$ cat src/hw/rtl/hlfe_pkg.sv
package hlfe_pkg;

  localparam int unsigned ByteW   = 8;
  localparam int unsigned PosW    = 9;
  localparam int unsigned FillW   = 3;
  localparam int unsigned WindowW = 4 * ByteW;
  localparam int unsigned CfgIdxW = 2;

  // header occupies positions 0 to 4, window holds the four bytes before the last
  localparam logic [FillW-1:0] FillFull   = 3'd4;
  localparam logic [PosW-1:0]  PosHdrLast = 9'd4;
  localparam logic [PosW-1:0]  PosLength  = 9'd5;
  localparam logic [PosW-1:0]  PosUnit    = 9'd6;
  localparam logic [PosW-1:0]  PosFunc    = 9'd7;
  localparam logic [PosW-1:0]  PosPayFirst = 9'd9;
  localparam logic [PosW-1:0]  PosPayLast  = 9'd40; // 9 + 32 - 1

  localparam logic [ByteW-1:0] RespUnit = 8'h01;
  localparam logic [ByteW-1:0] RespFunc = 8'h03;

  typedef enum logic [CfgIdxW-1:0] {
    CFG_SYNC_FIRST  = 2'd0,
    CFG_SYNC_FOURTH = 2'd1,
    CFG_SYNC_FIFTH  = 2'd2
  } cfg_idx_e;

endpackage

$ cat src/hw/rtl/header_length_frame_extractor.sv
// an accepted in-frame byte is registered into the output register with its position and flags
// throughput: 1 byte per cycle while in_stall_o is low; header compare and length update are combinational
// hunting bytes and the header's last byte give no result
// in_stall_o is high only while a result waits and out_stall_i is high
// reset (rst_ni low, asynchronous) clears sync registers, hunt state and output valid
module header_length_frame_extractor (
  input  logic                         clk_i,
  input  logic                         rst_ni,
  input  logic                         cfg_we_i,
  input  logic [hlfe_pkg::CfgIdxW-1:0] cfg_idx_i,
  input  logic [hlfe_pkg::ByteW-1:0]   cfg_data_i,
  input  logic                         in_valid_i,
  output logic                         in_stall_o,
  input  logic [hlfe_pkg::ByteW-1:0]   rx_byte_i,
  output logic                         out_valid_o,
  input  logic                         out_stall_i,
  output logic [hlfe_pkg::ByteW-1:0]   frame_byte_o,
  output logic [hlfe_pkg::PosW-1:0]    frame_pos_o,
  output logic                         end_of_frame_o,
  output logic                         read_response_o,
  output logic                         forward_payload_o
);
  import hlfe_pkg::*;

  logic [ByteW-1:0]   sync_first_q, sync_fourth_q, sync_fifth_q;
  logic [WindowW-1:0] window_q, window_d;
  logic [FillW-1:0]   fill_q, fill_d;
  logic               in_frame_q, in_frame_d;
  logic [ByteW-1:0]   left_q, left_d;
  logic [PosW-1:0]    pos_q, pos_d;
  logic               unit_q, unit_d;
  logic               resp_q, resp_d;

  logic               out_valid_q, out_valid_d;
  logic [ByteW-1:0]   byte_q;
  logic [PosW-1:0]    opos_q;
  logic               eof_q, oresp_q, fwd_q;

  logic               accept;
  logic               hdr_hit;
  logic [PosW-1:0]    pos_next;
  logic [ByteW-1:0]   left_dec;
  logic               last;
  logic               emit;

  assign in_stall_o = out_valid_q && out_stall_i;
  assign accept     = in_valid_i && !in_stall_o;

  always_ff @(posedge clk_i or negedge rst_ni) begin
    if (!rst_ni) begin
      sync_first_q  <= '0;
      sync_fourth_q <= '0;
      sync_fifth_q  <= '0;
    end else if (cfg_we_i) begin
      case (cfg_idx_i)
        CFG_SYNC_FIRST:  sync_first_q  <= cfg_data_i;
        CFG_SYNC_FOURTH: sync_fourth_q <= cfg_data_i;
        CFG_SYNC_FIFTH:  sync_fifth_q  <= cfg_data_i;
        default: ;
      endcase
    end
  end

  assign hdr_hit = (fill_q == FillFull) &&
                   (window_q[31:24] == sync_first_q) &&
                   (window_q[23:16] == sync_first_q) &&
                   (window_q[15:8]  == sync_first_q) &&
                   (window_q[7:0]   == sync_fourth_q) &&
                   (rx_byte_i == sync_fifth_q);

  assign pos_next = pos_q + 9'd1;
  assign left_dec = left_q - 8'd1;

  always_comb begin
    window_d   = window_q;
    fill_d     = fill_q;
    in_frame_d = in_frame_q;
    left_d     = left_q;
    pos_d      = pos_q;
    unit_d     = unit_q;
    resp_d     = resp_q;
    last       = 1'b0;
    emit       = 1'b0;
    if (accept) begin
      if (!in_frame_q) begin
        if (hdr_hit) begin
          in_frame_d = 1'b1;
          pos_d      = PosHdrLast;
          left_d     = '0;
          unit_d     = 1'b0;
          resp_d     = 1'b0;
        end else begin
          window_d = {window_q[WindowW-ByteW-1:0], rx_byte_i};
          if (fill_q != FillFull) fill_d = fill_q + 3'd1;
        end
      end else begin
        emit  = 1'b1;
        pos_d = pos_next;
        if (pos_next == PosLength) begin
          left_d = rx_byte_i;
          last   = (rx_byte_i == '0);
        end else begin
          left_d = left_dec;
          last   = (left_dec == '0);
        end
        if (pos_next == PosUnit) unit_d = (rx_byte_i == RespUnit);
        if (pos_next == PosFunc) resp_d = unit_q && (rx_byte_i == RespFunc);
        // frame done: back to hunting with an empty window
        if (last) begin
          window_d   = '0;
          fill_d     = '0;
          in_frame_d = 1'b0;
          left_d     = '0;
          pos_d      = '0;
          unit_d     = 1'b0;
          resp_d     = 1'b0;
        end
      end
    end
  end

  always_ff @(posedge clk_i or negedge rst_ni) begin
    if (!rst_ni) begin
      window_q   <= '0;
      fill_q     <= '0;
      in_frame_q <= 1'b0;
      left_q     <= '0;
      pos_q      <= '0;
      unit_q     <= 1'b0;
      resp_q     <= 1'b0;
    end else begin
      window_q   <= window_d;
      fill_q     <= fill_d;
      in_frame_q <= in_frame_d;
      left_q     <= left_d;
      pos_q      <= pos_d;
      unit_q     <= unit_d;
      resp_q     <= resp_d;
    end
  end

  // output register: loads on an emitting transaction, drains when taken
  always_comb begin
    out_valid_d = out_valid_q;
    if (out_valid_q && !out_stall_i) out_valid_d = 1'b0;
    if (emit) out_valid_d = 1'b1;
  end

  always_ff @(posedge clk_i or negedge rst_ni) begin
    if (!rst_ni) begin
      out_valid_q <= 1'b0;
    end else begin
      out_valid_q <= out_valid_d;
    end
  end

  always_ff @(posedge clk_i) begin
    if (emit) begin
      byte_q  <= rx_byte_i;
      opos_q  <= pos_next;
      eof_q   <= last;
      oresp_q <= (pos_next == PosFunc) ? (unit_q && (rx_byte_i == RespFunc)) : resp_q;
      fwd_q   <= ((pos_next == PosFunc) ? (unit_q && (rx_byte_i == RespFunc)) : resp_q) &&
                 (pos_next >= PosPayFirst) && (pos_next <= PosPayLast);
    end
  end

  assign out_valid_o       = out_valid_q;
  assign frame_byte_o      = byte_q;
  assign frame_pos_o       = opos_q;
  assign end_of_frame_o    = eof_q;
  assign read_response_o   = oresp_q;
  assign forward_payload_o = fwd_q;

endmodule

$ cat config.mk
export PLATFORM = sky130hd
export DESIGN_NAME = header_length_frame_extractor
export DESIGN_NICKNAME = d
export VERILOG_FILES = /design/src/hw/rtl/hlfe_pkg.sv /design/src/hw/rtl/header_length_frame_extractor.sv
export SDC_FILE = /design/constraint.sdc
export NUM_CORES = 1
export LEC_CHECK = 0
export BUFFER_PORTS_ARGS = -buffer_cell sky130_fd_sc_hd__buf_2
export CAP_MARGIN = 20
export CORE_ASPECT_RATIO = 1.75
export CORE_MARGIN = 1
export CORE_UTILIZATION = 53
export DETAILED_ROUTE_END_ITERATION = 10
export GPL_ROUTABILITY_DRIVEN = 0
export PLACE_DENSITY = 0.81
export SETUP_SLACK_MARGIN = 0.1
export SLEW_MARGIN = 20
export SYNTH_ARGS = -nofsm -noshare
export SYNTH_HDL_FRONTEND = slang
export SYNTH_SLANG_ARGS = --single-unit
$ cat constraint.sdc
create_clock -name clk_i -period 2.76 [get_ports clk_i]
set_input_delay 0.552 -clock clk_i [delete_from_list [all_inputs] [get_ports clk_i]]
set_output_delay 0.552 -clock clk_i [all_outputs]
set_load 0.02 [all_outputs]
Word-level counts from Yosys, hierarchy flattened --
Cells that the tools add are included.
Cells by class: mux-type cells 31, reductions and logical operators 27, order comparisons 2, equality and inequality tests 17, add/sub/neg operators 3
Operators with widths (count):
- $mux 32 | 3
- $eq 8x8->1 | 5
- $mux 8 | 4
- $eq 9x3->1 const B | 3
- $mux 9 | 3
- $mux 1 | 17
- $logic_not 8->1 | 2
- $mux 3 | 4
- $logic_and 1x1->1 | 11
- $reduce_and 2->1 | 5
- $add 9x1->9 const B | 1
- $ge 9x4->1 const B | 1
- $le 9x6->1 const B | 1
- $eq 8x1->1 const B | 1
- $eq 8x2->1 const B | 1
- $sub 8x1->8 const B | 1
- $reduce_and 3->1 | 2
- $reduce_bool 2->1 | 3
- $reduce_and 4->1 | 1
- $add 3x1->3 const B | 1
- $eq 3x3->1 const B | 1
- $ne 3x1->1 const B | 1
- $ne 3x3->1 const B | 1
- $eq 2x1->1 const B | 1
- 5 further kinds | 6
Storage, ports and cells: flip-flop bits (word level) 100, output and inout port bits 22, input port bits 23, logic and storage cells 96

Logic depth before layout (Yosys ltp) --
Gate-level depths: netlist (run 1).
depth in word-level cells 8, depth in mapped cells 10, depth with buffers taken out 9

Least setup slack after synthesis (run 1) --
OpenSTA, ideal clock, no wires.
kind reg-to-reg, from register pos_q[0], to register unit_q, library setup time 87 ps, cell stages (with the launch flop) 10, data arrival time 2820 ps, setup slack -147 ps, clock period less this slack 2907 ps, cells stage by stage dfrtp_1 ha_1 clkbuf_1 a211o_1 a211o_1 a2111oi_4 or4_1 nand3_1 or4_1 o211ai_1
Between the ends: word-level cells in the longest chain between the ends 7
Ends and longest elaborated chain:
- start: declaration | line header_length_frame_extractor.sv:30 | logic [PosW-1:0] pos_q, pos_d;
- start signal: assignment | line header_length_frame_extractor.sv:136 | pos_q <= pos_d;
- $add 9x1->9 * | line header_length_frame_extractor.sv:71 | assign pos_next = pos_q + 9'd1;
- $eq 9x3->1 | line header_length_frame_extractor.sv:99 | if (pos_next == PosLength) begin
- $mux 1 | line header_length_frame_extractor.sv:99
- $mux 1 | line header_length_frame_extractor.sv:85 | if (!in_frame_q) begin
- $mux 1 | line header_length_frame_extractor.sv:84 | if (accept) begin
- $ne 3x1->1 (no source line) / $mux 1 (equally long branches)
- $reduce_and 3->1 (no source line) / $mux 1 (equally long branches)
- end signal: assignment | line header_length_frame_extractor.sv:137 | unit_q <= unit_d;
- end: declaration | line header_length_frame_extractor.sv:31 | logic unit_q, unit_d;
Every way passes the cells marked *; elsewhere a longest branch is shown, timed or not. The select of a mux whose other input is x is not followed. A chain may end at the register's enable or synchronous reset.

Worst setup path in the final report (run 1) --
from register pos_q[1], to register window_q[6]
Between the ends: word-level cells in the longest chain between the ends 7
Ends and longest elaborated chain:
- $add 9x1->9 | line header_length_frame_extractor.sv:71
- $eq 9x3->1 | line header_length_frame_extractor.sv:99
- $mux 1 | line header_length_frame_extractor.sv:99
- $mux 1 | line header_length_frame_extractor.sv:85
- $mux 1 | line header_length_frame_extractor.sv:84
- $ne 2x1->1 (no source line)
- $reduce_and 3->1 (no source line)
- end signal: assignment | line header_length_frame_extractor.sv:132 | window_q <= window_d;
- end: declaration | line header_length_frame_extractor.sv:26 | logic [WindowW-1:0] window_q, window_d;
Every way passes these cells. The select of a mux whose other input is x is not followed.

==> results of run 1 <==
cells by family (layout without fill, tap and decap cells):
| group | count (synthesis) | after routing | share of synthesized area |
|---|---|---|---|
| simple gates | 113 | 113 | 0.122 |
| xor+xnor | 30 | 30 | 0.0554 |
| mux | 26 | 26 | 0.0612 |
| flops | 100 | 100 | 0.549 |
| fa+ha+maj | 9 | 9 | 0.0238 |
| compound gates | 103 | 103 | 0.160 |
| buf+inv | 34 | 104 | 0.0280 |
where the power goes:
| group | internal [mW] | leakage, nW | total, mW | switching (mW) |
|---|---|---|---|---|
| Sequential | 1.65 | 1.15 | 1.78 | 0.138 |
| Clock | 0.782 | 0.152 | 1.32 | 0.535 |
| Combinational | 0.239 | 1.19 | 0.466 | 0.227 |
| Total | 2.67 | 2.49 | 3.57 | 0.900 |
final cells by class:
class,instances,area (um2)
fillers,682,2950
flip-flops and latches,100,2610
multi-input cells,281,2100
repair buffers,69,487
clock buffers,9,225
well taps,117,146
clock inverters,7,81.3
inverters,19,71.3
state kept, by name (all words and copies together) (netlist names), 8 cells and up:
| register | count |
|---|---|
| sync_first_q | 8 |
| pos_q | 9 |
| sync_fourth_q | 8 |
| frame_pos_o | 9 |
| left_q | 8 |
| frame_byte_o | 8 |
| sync_fifth_q | 8 |
| window_q | 32 |
what timing repair did:
| action | in CTS | in global routing |
|---|---|---|
| gates resized for setup | 1 | 18 |
| setup endpoints to repair | 1 | 41 |
| gates cloned | 0 | 3 |
| pin swaps | 1 | 11 |
| buffers inserted | 0 | 4 |
metal layers:
layer | wire (um) | global-route usage | part of all wire
met1 | 4080 | 0.281 | 0.34
met2 | 6650 | 0.475 | 0.55
met3 | 548 | 0.0481 | 0.046
met4 | 733 | 0.183 | 0.061
met5 | 0 | 0 | 0
per-stage QoR:
step | TNS, ps | setup slack, ps | utilization
after floorplan | -1890 | -87.4 | -
after detailed placement | 0 | 49.1 | 0.604
after CTS | 0 | 124 | 0.640
after global placement | 0 | 78.2 | 0.604
after global routing | -667 | -59.4 | 0.659
final | 0 | 25.1 | 0.659
worst min-delay path by stage:
| stage | endpoint | slack (ps) |
|---|---|---|
| after detailed placement | resp_q | 490 |
| after CTS | window_q[26] | 260 |
| final | sync_first_q[6] | 240 |
| after global placement | resp_q | 460 |
| after floorplan | fill_q[0] | 260 |
| after global routing | window_q[25] | 290 |
cell usage in the layout (no fill, tap or decap), drive strengths merged, types with 16 or more instances in the layout:
cell / netlist / final
mux2: 24 / 24
xor2: 16 / 16
buf: 4 / 67
nor2: 21 / 21
inv: 19 / 19
nand2: 27 / 27
a22o: 36 / 36
o21ai: 16 / 16
edfxtp: 20 / 20
dfrtp: 80 / 80
a21oi: 20 / 20
worst max-delay path: stages, from the launching register on:
cell and delay [ps]:
dfrtp_1 440, ha_4 190, a211o_1 290, a211o_1 340
a2111oi_4 480, nand2_2 180, nand3_4 140, nand2_4 100
clkbuf_16 210, a22o_1 230
==> results.json, run 1 <==
{
  "async_flop_share": 0.800,
  "hold_violations": 0,
  "cts-root-buf": "clkbuf_16",
  "placed_cell_area_mm2": 0.00524,
  "fin_crit_sh": 0.991,
  "drtIter0Drc": 216,
  "cp_max_fo": 8,
  "via_per_inst": 6.22,
  "design_area_mm2": 0.00572,
  "syn_inst": 415,
  "clock_latency_ps": 350,
  "drc": 0,
  "wl_per_cell_um": 19.9,
  "hold_class": "in -> async",
  "total_power_mw": 3.57,
  "synth_most_common_cell": "dfrtp_1",
  "yosysWarnings": 0,
  "antenna_cells": 0,
  "synth-seq-cells": 100,
  "core-area_mm2": 0.00867,
  "setup-violations-final": 0,
  "drive_above_1_share": 0.262,
  "drv_slew": 0,
  "clock_skew_ps": 15.4,
  "r2r_cells": 9,
  "num_vias": 3742,
  "wirelength_mm": 12.0,
  "yosys-top-cells-count": "80 x dfrtp_1, 36 x a22o_1, 26 x nand2_1",
  "antenna_found_initial": 0,
  "r2r-end": "window_q[6]",
  "startpoint": "pos_q[1]",
  "crit_required_ps": 2990,
  "fin_crit_ps": 2730,
  "synth_top_area_frac": 0.422,
  "die_area_mm2": 0.00934,
  "cts-buffers-inserted": 9,
  "drv_cap": 0,
  "syn_nets": 447,
  "cts.path.max_buffers": 2,
  "syn_to_final_growth_pct": 20.6,
  "cts.clk_slew.worst_paths_ps": 80,
  "fmax_ghz": 0.366,
  "yosysUniqueCellTypes": 52,
  "synth_top_cell_by_area": "dfrtp_1",
  "nets": 512,
  "grt_max_degree": 51,
  "fp.dieH_um": 127,
  "cp-end-kind": "flop",
  "synth_top_flop_cell": "dfrtp_1",
  "start_kind": "flop",
  "worstSetupPathType": "reg -> reg",
  "ir_worst_vdd_mv": 0.482,
  "hold_ws_ps": 236,
  "clock_sinks": 100,
  "die_x_um": 73.5,
  "crit-reg2reg-launch": "pos_q[1]",
  "reg2reg_setup_slack_ps": 30,
  "grt-ovfl-total": 0,
  "synth_edf_count": 20,
  "rsz0062_at_grt": "true",
  "placed_cells": 580,
  "cts_tree": "built",
  "placementRows": 45,
  "stdcell_count": 602,
  "avgSynthCellArea_um2": 11.4,
  "ys_seq_area_frac": 0.549,
  "endpoint": "window_q[6]",
  "grt_pass1_wl_mm": 18.5,
  "arrival_ps": 2960,
  "power_density_mw_per_mm2": 624,
  "tightest_slew_ps": 1000,
  "io_buffers": 44,
  "status": "finished clean",
  "synth_area_leaders": "dfrtp_1 42%, edfxtp_1 13%, a22o_1 6.7%",
  "start_util": 0.547,
  "netlist_area_mm2": 0.00474,
  "htree_num_levels": 3,
  "postCtsHoldBufs": 0,
  "grt_usage": 0.269,
  "grt_pass1_vias": 3772,
  "ios": 45,
  "ant_nets": 0,
  "hpwl_mm": 8.16,
  "first_pass_iters": 5,
  "slew_headroom": 0.327,
  "leakage_nw": 2.49
}
(Power assumes the default switching activity.)
==> inputs of run 2 (changes only) <==
--- a/config.mk
+++ b/config.mk
@@ -12,6 +12,7 @@
 export CORE_UTILIZATION = 53
 export DETAILED_ROUTE_END_ITERATION = 10
 export GPL_ROUTABILITY_DRIVEN = 0
+export GPL_TIMING_DRIVEN = 0
 export PLACE_DENSITY = 0.81
 export SETUP_SLACK_MARGIN = 0.1
 export SLEW_MARGIN = 20
==> run 2 against run 1 <==
Net effect: global-route usage grew 1.5 points; sequential share of layout area decreased by 1.3 points; clock-buffer cell count is 4 higher; clock skew is 9.1 ps lower; worst hold slack worse by 130 ps; combinational power about the same; fmax barely moved; sequential cell count did not move; setup slack hardly changed; die area unchanged; register-to-register slack hardly changed; sequential power about the same; largest cell class unchanged.
==> results.json, run 2 (same netlist as run 1, synthesis figures left out) <==
{
  "num_vias": 3877,
  "grt-ovfl-total": 0,
  "leakage_nw": 2.59,
  "cts-buffers-inserted": 9,
  "wirelength_mm": 12.8,
  "grt_usage": 0.284,
  "drv_slew": 0,
  "slew_headroom": 0.374,
  "ios": 45,
  "ant_nets": 0,
  "fin_crit_sh": 0.991,
  "cts.clk_slew.worst_paths_ps": 60,
  "io_buffers": 44,
  "start_kind": "flop",
  "stdcell_count": 618,
  "post-place-ws_ps": -585,
  "worstSetupPathType": "reg -> reg",
  "hpwl_mm": 8.12,
  "fin_crit_ps": 2730,
  "rsz0062_at_grt": "true",
  "antenna_cells": 0,
  "drc": 0,
  "fin_ws_ps": 25.0,
  "wl_per_cell_um": 20.7,
  "clock_skew_ps": 6.38,
  "cp-end-kind": "flop",
  "fp.dieH_um": 127,
  "nFillCells": 628,
  "first_pass_iters": 5,
  "r2r_cells": 10,
  "layout_common_cells": "77 x dfrtp_1, 46 x buf_2, 36 x a22o_1",
  "die_x_um": 73.5,
  "fmax_ghz": 0.366,
  "mostFrequentLayoutCell": "dfrtp_1",
  "setup-violations-final": 0,
  "crit_required_ps": 2990,
  "final_util": 0.679,
  "power_density_mw_per_mm2": 607,
  "hold_violations": 0,
  "syn_to_final_growth_pct": 24.1,
  "placementRows": 45,
  "grt_max_degree": 58,
  "htree_num_levels": 3,
  "cts-root-buf": "clkbuf_16",
  "largest_register_ffs": 32,
  "cp_max_fo": 6,
  "tightest_slew_ps": 938,
  "grt_pass1_wl_mm": 19.5,
  "drive_above_1_share": 0.287,
  "ir_worst_vdd_mv": 0.515,
  "postCtsHoldBufs": 0,
  "arrival_ps": 2960,
  "antenna_found_initial": 0,
  "drtIter0Drc": 326,
  "cts.path.max_buffers": 2,
  "cts_tree": "built",
  "clock_sinks": 100,
  "clock_latency_ps": 350,
  "status": "finished clean",
  "placed_cells": 577,
  "nets": 528,
  "core-area_mm2": 0.00867,
  "hold_class": "in -> async",
  "via_per_inst": 6.27,
  "drv_cap": 0,
  "die_area_mm2": 0.00934,
  "start_util": 0.547,
  "grt_pass1_vias": 3914,
  "regMostFlops": "window_q"
}
-- run 2: changes by cell type in the layout (fill, tap and decap cells not counted), moves of 3 or more --
cell | previous run | this run
clkinv_1 | 3 | 0
buf_12 | 3 | 0
clkbuf_1 | 0 | 7
buf_2 | 43 | 46
o21ai_1 | 9 | 5
buf_6 | 1 | 6
-- run 2: repair_timing --
action	CTS	global route
endpoints found under the setup margin	56	53
buffers inserted	17	6
pin swaps	27	16
resized for setup	29	16
cloned	2	2
-- run 2: area by class of cell --
type                       instances  area, um2  share of cell area
buffer                            13       81.3              0.0138
clock buffer                      13        272              0.0461
clock inverter                     3       42.5             0.00723
inverter                          19       71.3              0.0121
multi-input combinational        282       2190               0.372
sequential                       100       2610               0.443
tap                              117        146              0.0249
timing repair buffer              71        478              0.0812
-- run 2: worst max-delay path: stages (launching register included) --
cell and delay (ps):
dfrtp_2 450, buf_6 160, a21bo_4 220, a32oi_4 300, a2111oi_4 50, buf_4 160, or4_4 590, nand3_4 190
nand2_8 100, clkbuf_16 190, a22o_1 210
-- run 2: path summary, 6_finish.rpt --
path / from / end / slack, ps
worst max-delay path: pos_q[0] / window_q[3] / 30
min in group clk_i: cfg_data_i[2] / sync_fifth_q[2] / 470
worst min register to register: resp_q / resp_q / 510
max in group asynchronous: rst_ni / pos_q[0] / 2060
worst max register to register: pos_q[0] / window_q[3] / 30
worst min-delay path: rst_ni / sync_first_q[1] / 100
-- run 2: stage by stage --
| step | instance area [um2] | hold slack [ps] | setup TNS, ps | power [mW] |
|---|---|---|---|---|
| floorplan | 4770 | 256 | -1890 | 2.08 |
| global placement | 5140 | 462 | -24040 | 2.21 |
| detailed placement | 5170 | 466 | -27440 | 2.24 |
| CTS | 5740 | 112 | 0 | 3.56 |
| global route | 5880 | 126 | -81.4 | 3.69 |
| finish | 5880 | 104 | 0 | 3.57 |
-- run 2: power breakdown --
part | switching [mW] | internal [mW] | leakage (nW)
registers | 0.141 | 1.65 | 1.15
logic | 0.226 | 0.239 | 1.29
clock network | 0.535 | 0.782 | 0.151
-- run 2: layer usage --
metal	wire (um)	share of wire	vias to the layer above	GRT usage
li1	-	-	1693	-
met1	4280	0.33	1902	0.293
met2	6970	0.54	201	0.506
met3	626	0.049	81	0.0473
met4	919	0.072	0	0.196
met5	0	0	-	0
